### src/seeded_bounded_random_draw_unit_defines.svh
`ifndef SEEDED_BOUNDED_RANDOM_DRAW_UNIT_DEFINES_SVH
`define SEEDED_BOUNDED_RANDOM_DRAW_UNIT_DEFINES_SVH

// same-cycle implication
`define SBRD_ASSERT_NOW(label, clk, rst_n, ante, cons, msg) \
  label: assert property (@(posedge clk) disable iff (!rst_n) (ante) |-> (cons)) else $error(msg);

// next-cycle implication
`define SBRD_ASSERT_NEXT(label, clk, rst_n, ante, cons, msg) \
  label: assert property (@(posedge clk) disable iff (!rst_n) (ante) |=> (cons)) else $error(msg);

`endif

### src/sbrd_pkg.sv
`timescale 1ns / 1ps
`default_nettype none

package sbrd_pkg;

  localparam logic [63:0] SM_GAMMA   = 64'h9E37_79B9_7F4A_7C15;
  localparam logic [63:0] SM_MUL1    = 64'hBF58_476D_1CE4_E5B9;
  localparam logic [63:0] SM_MUL2    = 64'h94D0_49BB_1331_11EB;
  localparam logic [63:0] RESET_SEED = 64'd424242;
  localparam int WARMUP_STEPS = 20;

  typedef logic [3:0][63:0] gen_t;

  typedef struct packed {
    gen_t        s;
    logic [31:0] out;
  } step_t;

  typedef struct packed {
    logic [31:0] a;
    logic [31:0] b;
  } mul_req_t;

  // one xoshiro256++ step; only the low 32 bits of the output are kept
  function automatic step_t gen_step(input gen_t s);
    logic [63:0] sum;
    logic [63:0] t;
    logic [63:0] n0;
    logic [63:0] n1;
    logic [63:0] n2;
    logic [63:0] n3;
    step_t       r;
    sum = s[0] + s[3];
    t   = s[1] << 17;
    n2  = s[2] ^ s[0];
    n3  = s[3] ^ s[1];
    n1  = s[1] ^ n2;
    n0  = s[0] ^ n3;
    n2  = n2 ^ t;
    n3  = {n3[18:0], n3[63:19]};
    r.s     = {n3, n2, n1, n0};
    r.out   = {sum[8:0], sum[63:41]} + s[0][31:0];
    return r;
  endfunction

endpackage

`default_nettype wire

### src/sbrd_mul.sv
`timescale 1ns / 1ps
`default_nettype none

module sbrd_mul (
  input  wire logic              clk,
  input  wire sbrd_pkg::mul_req_t req,
  output logic [63:0]            prod
);

  always_ff @(posedge clk) begin
    prod <= {32'd0, req.a} * {32'd0, req.b};
  end

endmodule

`default_nettype wire

### src/seeded_bounded_random_draw_unit.sv
`timescale 1ns / 1ps
`default_nettype none
// channel | dir | tdata / data              | tuser
// in_     | in  | [31:0] bound               | [0] kind (0 draw, 1 reseed)
// out_    | out | [31:0] value               | -
// cfg_    | in  | [63:0] seed_value          | -
//
// Draw: one generator step, multiply and check per word when accepted at once;
// each rejection repeats them; the threshold remainder adds a bit-serial divide,
// remultiply and check. Reseed: 4 splitmix words on the shared 32x32 multiplier,
// then WARMUP_STEPS warm-up steps; the same pass runs after reset with seed 424242.
// in_tready is low during any item; a pending out word does not block reseed.
// cfg is always ready.

module seeded_bounded_random_draw_unit (
  input  wire logic        clk,
  input  wire logic        rst_n,
  input  wire logic        in_tvalid,
  output logic             in_tready,
  input  wire logic [31:0] in_tdata,   // [31:0] bound
  input  wire logic        in_tuser,   // [0] kind
  output logic             out_tvalid,
  input  wire logic        out_tready,
  output logic [31:0]      out_tdata,  // [31:0] value
  input  wire logic        cfg_valid,
  output logic             cfg_ready,
  input  wire logic [63:0] cfg_data
);

  `include "seeded_bounded_random_draw_unit_defines.svh"

  localparam logic [2:0] S_IDLE   = 3'd0;
  localparam logic [2:0] S_SM_ADD = 3'd1;
  localparam logic [2:0] S_SM_MUL = 3'd2;
  localparam logic [2:0] S_WARM   = 3'd3;
  localparam logic [2:0] S_STEP   = 3'd4;
  localparam logic [2:0] S_MUL    = 3'd5;
  localparam logic [2:0] S_CHK    = 3'd6;
  localparam logic [2:0] S_DIV    = 3'd7;

  localparam int CNT_W = $clog2(32);

  logic [2:0]         state_r, state_nxt;
  logic [63:0]        seed_r, seed_nxt;
  logic [63:0]        acc_r, acc_nxt;
  logic [63:0]        z_r, z_nxt;
  logic [63:0]        macc_r, macc_nxt;
  logic [1:0]         mph_r, mph_nxt;
  logic               second_r, second_nxt;
  logic [1:0]         widx_r, widx_nxt;
  logic [CNT_W-1:0]   cnt_r, cnt_nxt;
  sbrd_pkg::gen_t     gen_r, gen_nxt;
  logic [31:0]        rnd_r, rnd_nxt;
  logic [31:0]        bound_r, bound_nxt;
  logic [31:0]        thresh_r, thresh_nxt;
  logic               thr_ok_r, thr_ok_nxt;
  logic [31:0]        rem_r, rem_nxt;
  logic [31:0]        dq_r, dq_nxt;
  logic               out_valid_r, out_valid_nxt;
  logic [31:0]        out_data_r, out_data_nxt;

  sbrd_pkg::mul_req_t mreq;
  logic [63:0]        prod;
  sbrd_pkg::step_t    step;
  logic [63:0]        mconst;
  logic [63:0]        sm_sum;
  logic [63:0]        m_res;
  logic [32:0]        div_t;
  logic [31:0]        div_rem;
  logic               in_hs;

  sbrd_mul u_mul (
    .clk  (clk),
    .req  (mreq),
    .prod (prod)
  );

  assign in_tready  = (state_r == S_IDLE);
  assign in_hs      = in_tvalid && in_tready;
  assign out_tvalid = out_valid_r;
  assign out_tdata  = out_data_r;
  assign cfg_ready  = 1'b1;

  assign step    = sbrd_pkg::gen_step(gen_r);
  assign mconst  = second_r ? sbrd_pkg::SM_MUL2 : sbrd_pkg::SM_MUL1;
  assign sm_sum  = acc_r + sbrd_pkg::SM_GAMMA;
  assign m_res   = {macc_r[63:32] + prod[31:0], macc_r[31:0]};
  assign div_t   = {rem_r, dq_r[31]};
  assign div_rem = (div_t >= {1'b0, bound_r}) ? 32'(div_t - {1'b0, bound_r}) : div_t[31:0];

  always_comb begin
    mreq.a = rnd_r;
    mreq.b = bound_r;
    if (state_r == S_SM_MUL) begin
      case (mph_r)
        2'd0: begin
          mreq.a = z_r[31:0];
          mreq.b = mconst[31:0];
        end
        2'd1: begin
          mreq.a = z_r[31:0];
          mreq.b = mconst[63:32];
        end
        2'd2: begin
          mreq.a = z_r[63:32];
          mreq.b = mconst[31:0];
        end
        default: begin
          mreq.a = rnd_r;
          mreq.b = bound_r;
        end
      endcase
    end
  end

  always_comb begin
    state_nxt     = state_r;
    seed_nxt      = seed_r;
    acc_nxt       = acc_r;
    z_nxt         = z_r;
    macc_nxt      = macc_r;
    mph_nxt       = mph_r;
    second_nxt    = second_r;
    widx_nxt      = widx_r;
    cnt_nxt       = cnt_r;
    gen_nxt       = gen_r;
    rnd_nxt       = rnd_r;
    bound_nxt     = bound_r;
    thresh_nxt    = thresh_r;
    thr_ok_nxt    = thr_ok_r;
    rem_nxt       = rem_r;
    dq_nxt        = dq_r;
    out_valid_nxt = out_valid_r && !out_tready;
    out_data_nxt  = out_data_r;

    if (cfg_valid && cfg_ready) begin
      seed_nxt = cfg_data;
    end

    case (state_r)
      S_IDLE: begin
        if (in_hs) begin
          if (in_tuser) begin
            acc_nxt   = seed_r;
            widx_nxt  = 2'd0;
            state_nxt = S_SM_ADD;
          end else begin
            bound_nxt  = in_tdata;
            thr_ok_nxt = 1'b0;
            state_nxt  = S_STEP;
          end
        end
      end
      S_SM_ADD: begin
        acc_nxt    = sm_sum;
        z_nxt      = sm_sum ^ (sm_sum >> 30);
        mph_nxt    = 2'd0;
        second_nxt = 1'b0;
        state_nxt  = S_SM_MUL;
      end
      S_SM_MUL: begin
        mph_nxt = mph_r + 2'd1;
        case (mph_r)
          2'd1: macc_nxt = prod;
          2'd2: macc_nxt = m_res;
          2'd3: begin
            if (!second_r) begin
              z_nxt      = m_res ^ (m_res >> 27);
              second_nxt = 1'b1;
            end else begin
              gen_nxt[widx_r] = m_res ^ (m_res >> 31);
              widx_nxt        = widx_r + 2'd1;
              if (widx_r == 2'd3) begin
                cnt_nxt   = '0;
                state_nxt = S_WARM;
              end else begin
                state_nxt = S_SM_ADD;
              end
            end
          end
          default: ;
        endcase
      end
      S_WARM: begin
        gen_nxt = step.s;
        cnt_nxt = cnt_r + 1'b1;
        if (cnt_r == CNT_W'(sbrd_pkg::WARMUP_STEPS - 1)) begin
          state_nxt = S_IDLE;
        end
      end
      S_STEP: begin
        gen_nxt   = step.s;
        rnd_nxt   = step.out;
        state_nxt = S_MUL;
      end
      S_MUL: begin
        state_nxt = S_CHK;
      end
      S_CHK: begin
        if (!thr_ok_r && (prod[31:0] < bound_r)) begin
          rem_nxt   = '0;
          dq_nxt    = 32'd0 - bound_r;
          cnt_nxt   = '0;
          state_nxt = S_DIV;
        end else if (thr_ok_r && (prod[31:0] < thresh_r)) begin
          state_nxt = S_STEP;
        end else if (!out_valid_r || out_tready) begin
          out_valid_nxt = 1'b1;
          out_data_nxt  = prod[63:32];
          state_nxt     = S_IDLE;
        end
      end
      S_DIV: begin
        rem_nxt = div_rem;
        dq_nxt  = dq_r << 1;
        cnt_nxt = cnt_r + 1'b1;
        if (cnt_r == CNT_W'(31)) begin
          thresh_nxt = div_rem;
          thr_ok_nxt = 1'b1;
          state_nxt  = S_MUL;
        end
      end
      default: state_nxt = S_IDLE;
    endcase
  end

  always_ff @(posedge clk) begin
    if (!rst_n) begin
      state_r     <= S_SM_ADD;
      seed_r      <= sbrd_pkg::RESET_SEED;
      acc_r       <= sbrd_pkg::RESET_SEED;
      widx_r      <= 2'd0;
      mph_r       <= 2'd0;
      second_r    <= 1'b0;
      cnt_r       <= '0;
      thr_ok_r    <= 1'b0;
      out_valid_r <= 1'b0;
    end else begin
      state_r     <= state_nxt;
      seed_r      <= seed_nxt;
      acc_r       <= acc_nxt;
      widx_r      <= widx_nxt;
      mph_r       <= mph_nxt;
      second_r    <= second_nxt;
      cnt_r       <= cnt_nxt;
      thr_ok_r    <= thr_ok_nxt;
      out_valid_r <= out_valid_nxt;
    end
  end

  always_ff @(posedge clk) begin
    z_r        <= z_nxt;
    macc_r     <= macc_nxt;
    gen_r      <= gen_nxt;
    rnd_r      <= rnd_nxt;
    bound_r    <= bound_nxt;
    thresh_r   <= thresh_nxt;
    rem_r      <= rem_nxt;
    dq_r       <= dq_nxt;
    out_data_r <= out_data_nxt;
  end

  `SBRD_ASSERT_NEXT(a_draw_starts, clk, rst_n, in_hs && !in_tuser, state_r == S_STEP, "draw did not start with a generator step")
  `SBRD_ASSERT_NOW(a_div_nonzero, clk, rst_n, state_r == S_DIV, bound_r != 32'd0, "threshold division with zero bound")
  `SBRD_ASSERT_NOW(a_thresh_range, clk, rst_n, state_r == S_CHK && thr_ok_r, thresh_r < bound_r, "threshold not below bound")
  `SBRD_ASSERT_NOW(a_out_from_chk, clk, rst_n, $rose(out_valid_r), $past(state_r) == S_CHK, "result word raised outside check state")

endmodule

`default_nettype wire
### config.mk
export PLATFORM = sky130hd
export DESIGN_NAME = seeded_bounded_random_draw_unit
export DESIGN_NICKNAME = d
export VERILOG_FILES = /design/src/sbrd_pkg.sv /design/src/sbrd_mul.sv /design/src/seeded_bounded_random_draw_unit.sv
export VERILOG_INCLUDE_DIRS = /design/src /design/src/src
export SDC_FILE = /design/constraint.sdc
export NUM_CORES = 2
export LEC_CHECK = 0
export ABC_AREA = 0
export BUFFER_PORTS_ARGS = -buffer_cell sky130_fd_sc_hd__buf_2
export CORE_MARGIN = 2
export CORE_UTILIZATION = 55
export DETAILED_ROUTE_END_ITERATION = 10
export GPL_ROUTABILITY_DRIVEN = 0
export PLACE_DENSITY = 0.71
export SETUP_SLACK_MARGIN = 0.4
export SYNTH_ARGS = -nofsm -noshare
export SYNTH_HDL_FRONTEND = slang
export SYNTH_SLANG_ARGS = --single-unit
### constraint.sdc
create_clock -name clk -period 11.2 [get_ports clk]
set_input_delay 3.36 -clock clk [delete_from_list [all_inputs] [get_ports clk]]
set_output_delay 3.36 -clock clk [all_outputs]
set_load 0.01 [all_outputs]
==> Word level (Yosys, flattened, before mapping) <==
Cells that the tools add are included.
{ "op_classes": {"add_sub_neg": 9, "n_mul": 1, "n_lt_le_gt_ge": 5, "eq_ne": 24, "muxes": 53, "bitwise_logic": 12, "n_reduce_logical": 35} }
{ "op_table": {"columns": ["cell", "count"], "rows": [
  ["256-bit two-way mux", 2],
  ["256-bit one-hot mux with 2 select lines", 1],
  ["64-bit two-way mux", 6],
  ["64-bit one-hot mux with 2 select lines", 3],
  ["64-bit XOR", 5],
  ["256-bit bitwise mux", 1],
  ["64-bit one-hot mux with 3 select lines", 1],
  ["64-bit demux with 2-bit select", 1],
  ["32-bit one-hot mux with 2 select lines", 2],
  ["32-bit two-way mux", 3],
  ["32-bit adder", 2],
  ["64-bit adder", 1],
  ["64-bit adder (second input constant)", 1],
  ["32-bit < comparator", 2],
  ["32-bit by 32-bit multiplier with 64-bit output", 1],
  ["64-bit by 33-bit XOR with 64-bit output", 1],
  ["64-bit by 34-bit XOR with 64-bit output", 1],
  ["64-bit by 37-bit XOR with 64-bit output", 1],
  ["62-bit two-way mux", 1],
  ["33-bit by 32-bit >= comparator with 1-bit output", 1],
  ["1-bit by 32-bit subtractor with 32-bit output (first input constant)", 1],
  ["32-bit subtractor", 1],
  ["3-bit two-way mux", 9],
  ["3-bit one-hot mux with 8 select lines", 1],
  ["33 further kinds", 90]
]} }
{ "totals": {"regBits": 783, "input_bits": 102, "output_inout_bits": 35, "elab_cells": 162} }

==> Longest topological paths before layout <==
{ "depth": {"ltp_word": 8, "ltp_mapped": 36, "mapped_depth_nobuf": 31} }

==> By module <==
A second synthesis with hierarchy kept.
{ "hier_totals": {"hier_cells": 8096, "hier_area_um2": 78616.6} }
{ "by_module_without_submodules": {"columns": ["module", "instances", "cells_each", "area_each_um2", "seq_area_each_um2"], "rows": [
  ["seeded_bounded_random_draw_unit", 1, 4287, 43735.7, 20159.3],
  ["sbrd_mul", 1, 3809, 34881.0, 1281.2]
]} }

==> Worst setup path after synthesis <==
No wires, ideal clock.
{ "synth_timing": {"path_type": "flip-flop to flip-flop", "startpoint": "register state_r[2]", "endpoint": "register u_mul.prod[59]", "setup_time_ps": 124, "arrival_ps": 8966, "path_slack_ps": 2109, "stages_incl_launch_ff": 32, "path_buffers": 6, "synth_period_minus_slack_ps": 9091, "path_cell_list": "dfxtp_1 > clkbuf_1 > or3b_2 > nor2_1 > clkbuf_1 > clkbuf_1 > buf_1 > a21o_1 > clkbuf_1 > nor2_1 > fa_1 > fa_1 > inv_1 > fa_1 > fa_1 > fa_1 > inv_1 > fa_1 > fa_1 > fa_1 > ha_1 > clkbuf_1 > nand2_1 > nor3_1 > nand3_1 > a21oi_1 > o21ai_0 > o41ai_1 > a211oi_1 > o31ai_1 > a21oi_1 > xnor2_1"} }
{ "synth_via": {"elab_chain_cells": 3} }
{ "synth_lines": {"columns": ["element", "line_no", "text"], "rows": [
  ["from (decl)", "seeded_bounded_random_draw_unit.sv:43", "logic [2:0] state_r, state_nxt;"],
  ["from (signal assigned)", "seeded_bounded_random_draw_unit.sv:239", "state_r <= state_nxt;"],
  ["3-bit by 2-bit == test with 1-bit output", "seeded_bounded_random_draw_unit.sv:94", "if (state_r == S_SM_MUL) begin"],
  ["64-bit two-way mux", "seeded_bounded_random_draw_unit.sv:94", null],
  ["32-bit by 32-bit multiplier with 64-bit output", "sbrd_mul.sv:11", "prod <= {32'd0, req.a} * {32'd0, req.b};"],
  ["to (signal assigned)", "sbrd_mul.sv:11", null],
  ["to (decl)", "sbrd_mul.sv:7", "output logic [63:0] prod"]
]} }
Every way passes these cells.
A chain may end at the register's enable or synchronous reset.

==> Worst setup path after layout <==
{ "layout_timing": {"startpoint": "register mph_r[0]", "endpoint": "register u_mul.prod[56]"} }
{ "layout_via": {"elab_chain_cells": 4} }
{ "layout_lines": {"columns": ["element", "line_no", "text"], "rows": [
  ["from (decl)", "seeded_bounded_random_draw_unit.sv:48", "logic [1:0] mph_r, mph_nxt;"],
  ["from (signal assigned)", "seeded_bounded_random_draw_unit.sv:243", "mph_r <= mph_nxt;"],
  ["2-bit == test (tied with other cells)", "seeded_bounded_random_draw_unit.sv:95", "case (mph_r)"],
  ["64-bit one-hot mux with 3 select lines (*)", "seeded_bounded_random_draw_unit.sv:95", null],
  ["64-bit two-way mux (*)", "seeded_bounded_random_draw_unit.sv:94", null],
  ["32-bit by 32-bit multiplier with 64-bit output (*)", "sbrd_mul.sv:11", null]
]} }
Every way passes the cells marked *; elsewhere a longest branch is shown, timed or not.

==> Implementation_results.wiki <==
{| class="wikitable"
! Metric !! Value
|-
| CP Max Fanout || 22
|-
| Total setup buffers inserted after CTS || 0
|-
| CTS tree || done
|-
| Critical path required time || 11.78 ns
|-
| Combinational family with the most area after synthesis || adder cells
|-
| Antenna-violating nets left || 0
|-
| Crit Path Class || reg2reg
|-
| Maximum number of pins on one net before global-route repair || 207
|-
| Post-Synth XOR/XNOR Area || 7.631%
|-
| DIE AREA || 0.1430 mm^2
|-
| Worst Path Arrival || 11.17 ns
|-
| Post-Synthesis Mean Instance Area || 9.570 um^2
|-
| Worst-skew pair later-pin latency || 0.76 ns
|-
| Routed wire length per instance || 27.31 um
|-
| Post-synthesis to final-layout area growth || 8.532%
|-
| HPWL after DPL || 208.1 mm
|-
| Worst rel slew slack || -1.969%
|-
| CP top delay family || adder cells
|-
| Clock sink count || 783
|-
| Htree depth || 3
|-
| Number of hold violations in the final report || 0
|-
| Final wirelength || 274.7 mm
|-
| CP bufs+invs || 8
|-
| Setup WS pre-CTS || 0.7121 ns
|-
| Fin crit share || 94.60%
|-
| Delay of the slowest critical-path stage || 0.56 ns
|-
| CTS Buffer Depth || 3
|-
| Final slew viol count || 7
|-
| Post-layout minimum cycle time || 10.60 ns
|-
| Width of the die || 378.1 um
|-
| Overall via count from detail_route || 63.76k
|-
| DRC Markers || 17
|-
| GR Util All Layers || 38.63%
|-
| Worst Tran Pin Value || 1.519 ns
|-
| Clk_skew || 0.06415 ns
|-
| Async set-reset flop share out of synthesis || 0%
|-
| Flop and latch count out of synthesis || 783
|-
| Number of synthesized flops with an enable pin || 576
|-
| Final setup vio count || 0
|-
| Clock transition at the registers of the reported paths || 0.07 ns
|-
| Number of filler instances in the final layout || 11.83k
|-
| Number of different library cells in the post-synthesis netlist || 95
|-
| Adder-Cell Fraction of Synth Area || 31.46%
|-
| Mean number of vias per cell || 6.340
|-
| Met2 track utilization from global routing || 54.87%
|-
| Initial antenna violation count || 16
|-
| Syn Std Cell Area || 0.07699 mm^2
|-
| Post-synthesis compound-gate area fraction || 12.13%
|-
| Biggest area consumer among synthesized cells || sky130_fd_sc_hd__fa_1
|-
| Area share of and/or/nand/nor cells after synthesis || 12.22%
|-
| Met3 track demand over resource || 13.89%
|-
| Final total negative setup slack || 0 ns
|-
| Vias in the first global route || 63.17k
|-
| Leading cell types by total area after synthesis || sky130_fd_sc_hd__fa_1 23%, sky130_fd_sc_hd__edfxtp_1 22%, sky130_fd_sc_hd__ha_1 8.1%
|-
| Sequential area share after synthesis || 27.85%
|-
| Class of the tightest hold or removal check || reg2reg
|-
| GRT busiest layer || met2
|-
| Cell with the most instances on the worst path || sky130_fd_sc_hd__fa_1
|-
| First-pass iteration count of the detailed router || 11
|-
| Number of design-rule violations left by the first detailed-router iteration || 8562
|-
| Multiplexer area fraction after synthesis || 1.892%
|-
| Synth Flop Type || sky130_fd_sc_hd__edfxtp_1
|-
| Worst-case setup margin in the final layout || 0.6046 ns
|-
| Cell count after synthesis || 8045
|-
| Count of nets after finishing || 9584
|-
| Proportion of layout cells with a drive suffix above 1 || 7.498%
|-
| Unrepaired setup endpoints after global routing || false
|-
| Area share of the leading cell type in the synthesized netlist || 23.40%
|-
| Die H || 378.1 um
|-
| Number of buffers added by the clock tree synthesis step || 89
|-
| Nature of the critical path startpoint || flop
|-
| Reg area || 0.02144 mm^2
|-
| Result of the run || finished with violations
|-
| Critical path endpoint category || flop
|-
| Total cell area at the placement stage || 0.08033 mm^2
|-
| Max-capacitance violation count || 1
|-
| YS warnings || 0
|-
| Post-route standard cell area excluding fillers || 0.08356 mm^2
|-
| # port buffers || 135
|-
| Count of boundary I/O pins || 137
|-
| Violated checks || DRC, capacitance limit, slew limit
|-
| Initial standard-cell utilization of the core || 55.32%
|-
| Combined area of the multi-input logic cells || 0.05062 mm^2
|-
| Number of placement rows || 137
|-
| Synthesized Nets || 9543
|-
| Grt ovf || 0
|-
| Max Clk Rate || 94.38 MHz
|-
| Max stage delay cell, worst path || sky130_fd_sc_hd__fa_1
|-
| Met1 track demand over resource in global routing || 48.36%
|-
| Cell at the root of the clock tree || sky130_fd_sc_hd__clkbuf_16
|-
| Placeable Area || 0.1392 mm^2
|-
| First-pass GRT wire length || 404.0 mm
|}
==> cell type report <==
cell class	instances	share of cell area, %
Antenna cell	19	0.05690
Inverter	1005	4.516
Clock inverter	44	0.6888
Sequential cell	783	25.66
Clock buffer	123	3.022
Timing Repair Buffer	340	2.673
Tap cell	1876	2.809
Multi-Input combinational cell	5867	60.58
==> repair_timing <==
action | CTS | global route
hold buffers | 0 | 0
setup endpoints to repair | 0 | 14
gates resized for setup | 0 | 23
==> sequential cells by signal (all words and copies together) (netlist names) <==
register and cells:
cnt_r 5, thr_ok_r 1, gen_r 256, widx_r 2, state_r 3, out_tdata 32
out_tvalid 1, second_r 1, mph_r 2, rem_r 32, macc_r 64, u_mul.prod 64
thresh_r 32, bound_r 32, dq_r 32, acc_r 64, rnd_r 32, seed_r 64
z_r 64
==> layer usage <==
layer / vias to the layer above / share of wire, %
met1: 30980 / 35
met5: - / 0.097
met3: 1164 / 15
li1: 26850 / -
met2: 4739 / 41
met4: 23 / 9.4
==> final timing paths <==
path,depth (start not counted),startpoint,to,slack (ns)
hold / removal,0,u_mul.prod[62],out_tdata[30],0.45
setup / recovery,31,mph_r[0],u_mul.prod[56],0.60
setup reg to reg,31,mph_r[0],u_mul.prod[56],0.60
hold reg to reg,0,u_mul.prod[62],out_tdata[30],0.45
==> layout by cell type (no fill, tap or decap), types with 190 or more instances in the layout <==
cell                       instances
sky130_fd_sc_hd__inv_1          1004
sky130_fd_sc_hd__nor2_1          990
sky130_fd_sc_hd__ha_1            494
sky130_fd_sc_hd__xor2_1          267
sky130_fd_sc_hd__o22ai_1         229
sky130_fd_sc_hd__o21ai_0         226
sky130_fd_sc_hd__xnor2_1         390
sky130_fd_sc_hd__buf_4           204
sky130_fd_sc_hd__nand2_1         692
sky130_fd_sc_hd__fa_1            900
sky130_fd_sc_hd__edfxtp_1        576
sky130_fd_sc_hd__a21o_1          190
sky130_fd_sc_hd__a21oi_1         381
sky130_fd_sc_hd__dfxtp_1         207
==> cells in the mapped netlist (7+ instances only) <==
cell type	number
sky130_fd_sc_hd__a2111oi_0	10
sky130_fd_sc_hd__a211oi_1	49
sky130_fd_sc_hd__a21o_1	201
sky130_fd_sc_hd__a21oi_1	403
sky130_fd_sc_hd__a221oi_1	12
sky130_fd_sc_hd__a22oi_1	65
sky130_fd_sc_hd__a31o_2	12
sky130_fd_sc_hd__a31oi_1	33
sky130_fd_sc_hd__a41oi_1	7
sky130_fd_sc_hd__and2_1	54
sky130_fd_sc_hd__and3_1	62
sky130_fd_sc_hd__and4_1	7
sky130_fd_sc_hd__buf_1	38
sky130_fd_sc_hd__clkbuf_1	351
sky130_fd_sc_hd__dfxtp_1	207
sky130_fd_sc_hd__edfxtp_1	576
sky130_fd_sc_hd__fa_1	900
sky130_fd_sc_hd__ha_1	496
sky130_fd_sc_hd__inv_1	1004
sky130_fd_sc_hd__mux2_2	26
sky130_fd_sc_hd__mux2i_1	114
sky130_fd_sc_hd__nand2_1	698
sky130_fd_sc_hd__nand2b_1	37
sky130_fd_sc_hd__nand3_1	96
sky130_fd_sc_hd__nand4_1	41
sky130_fd_sc_hd__nor2_1	995
sky130_fd_sc_hd__nor2b_1	55
sky130_fd_sc_hd__nor3_1	62
sky130_fd_sc_hd__nor3b_1	11
sky130_fd_sc_hd__nor4_1	21
sky130_fd_sc_hd__o2111ai_1	10
sky130_fd_sc_hd__o211ai_1	22
sky130_fd_sc_hd__o21a_1	45
sky130_fd_sc_hd__o21ai_0	229
sky130_fd_sc_hd__o21ai_1	15
sky130_fd_sc_hd__o21bai_1	26
sky130_fd_sc_hd__o22ai_1	229
sky130_fd_sc_hd__o31ai_1	27
sky130_fd_sc_hd__or2_2	8
sky130_fd_sc_hd__or3_1	14
sky130_fd_sc_hd__or4_1	7
sky130_fd_sc_hd__xnor2_1	391
sky130_fd_sc_hd__xor2_1	269
==> per-stage QoR <==
| stage | instances | utilization [%] | hold WS [ns] |
|---|---|---|---|
| CTS | 10040 | 59.94 | 0.4524 |
| floorplan | 8045 | - | 0.4044 |
| global placement | 9870 | 57.71 | 0.4490 |
| detailed placement | 9870 | 57.71 | 0.4286 |
| global route | 10040 | 60.00 | 0.4548 |
| finish | 10060 | 60.03 | 0.4522 |
==> logic make-up after synthesis <==
group | after synthesis
multiplexers | 142
other | 1
XOR/XNOR | 665
flip-flops | 783
AO/OA/AOI/OAI | 1469
buffers and inverters | 1396
AND/OR/NAND/NOR | 2193
adder cells (fa/ha/maj) | 1396
Power is left out: the tool's default activity adds up to more than one toggle a clock period on the data nets, which glitch-free logic cannot reach.
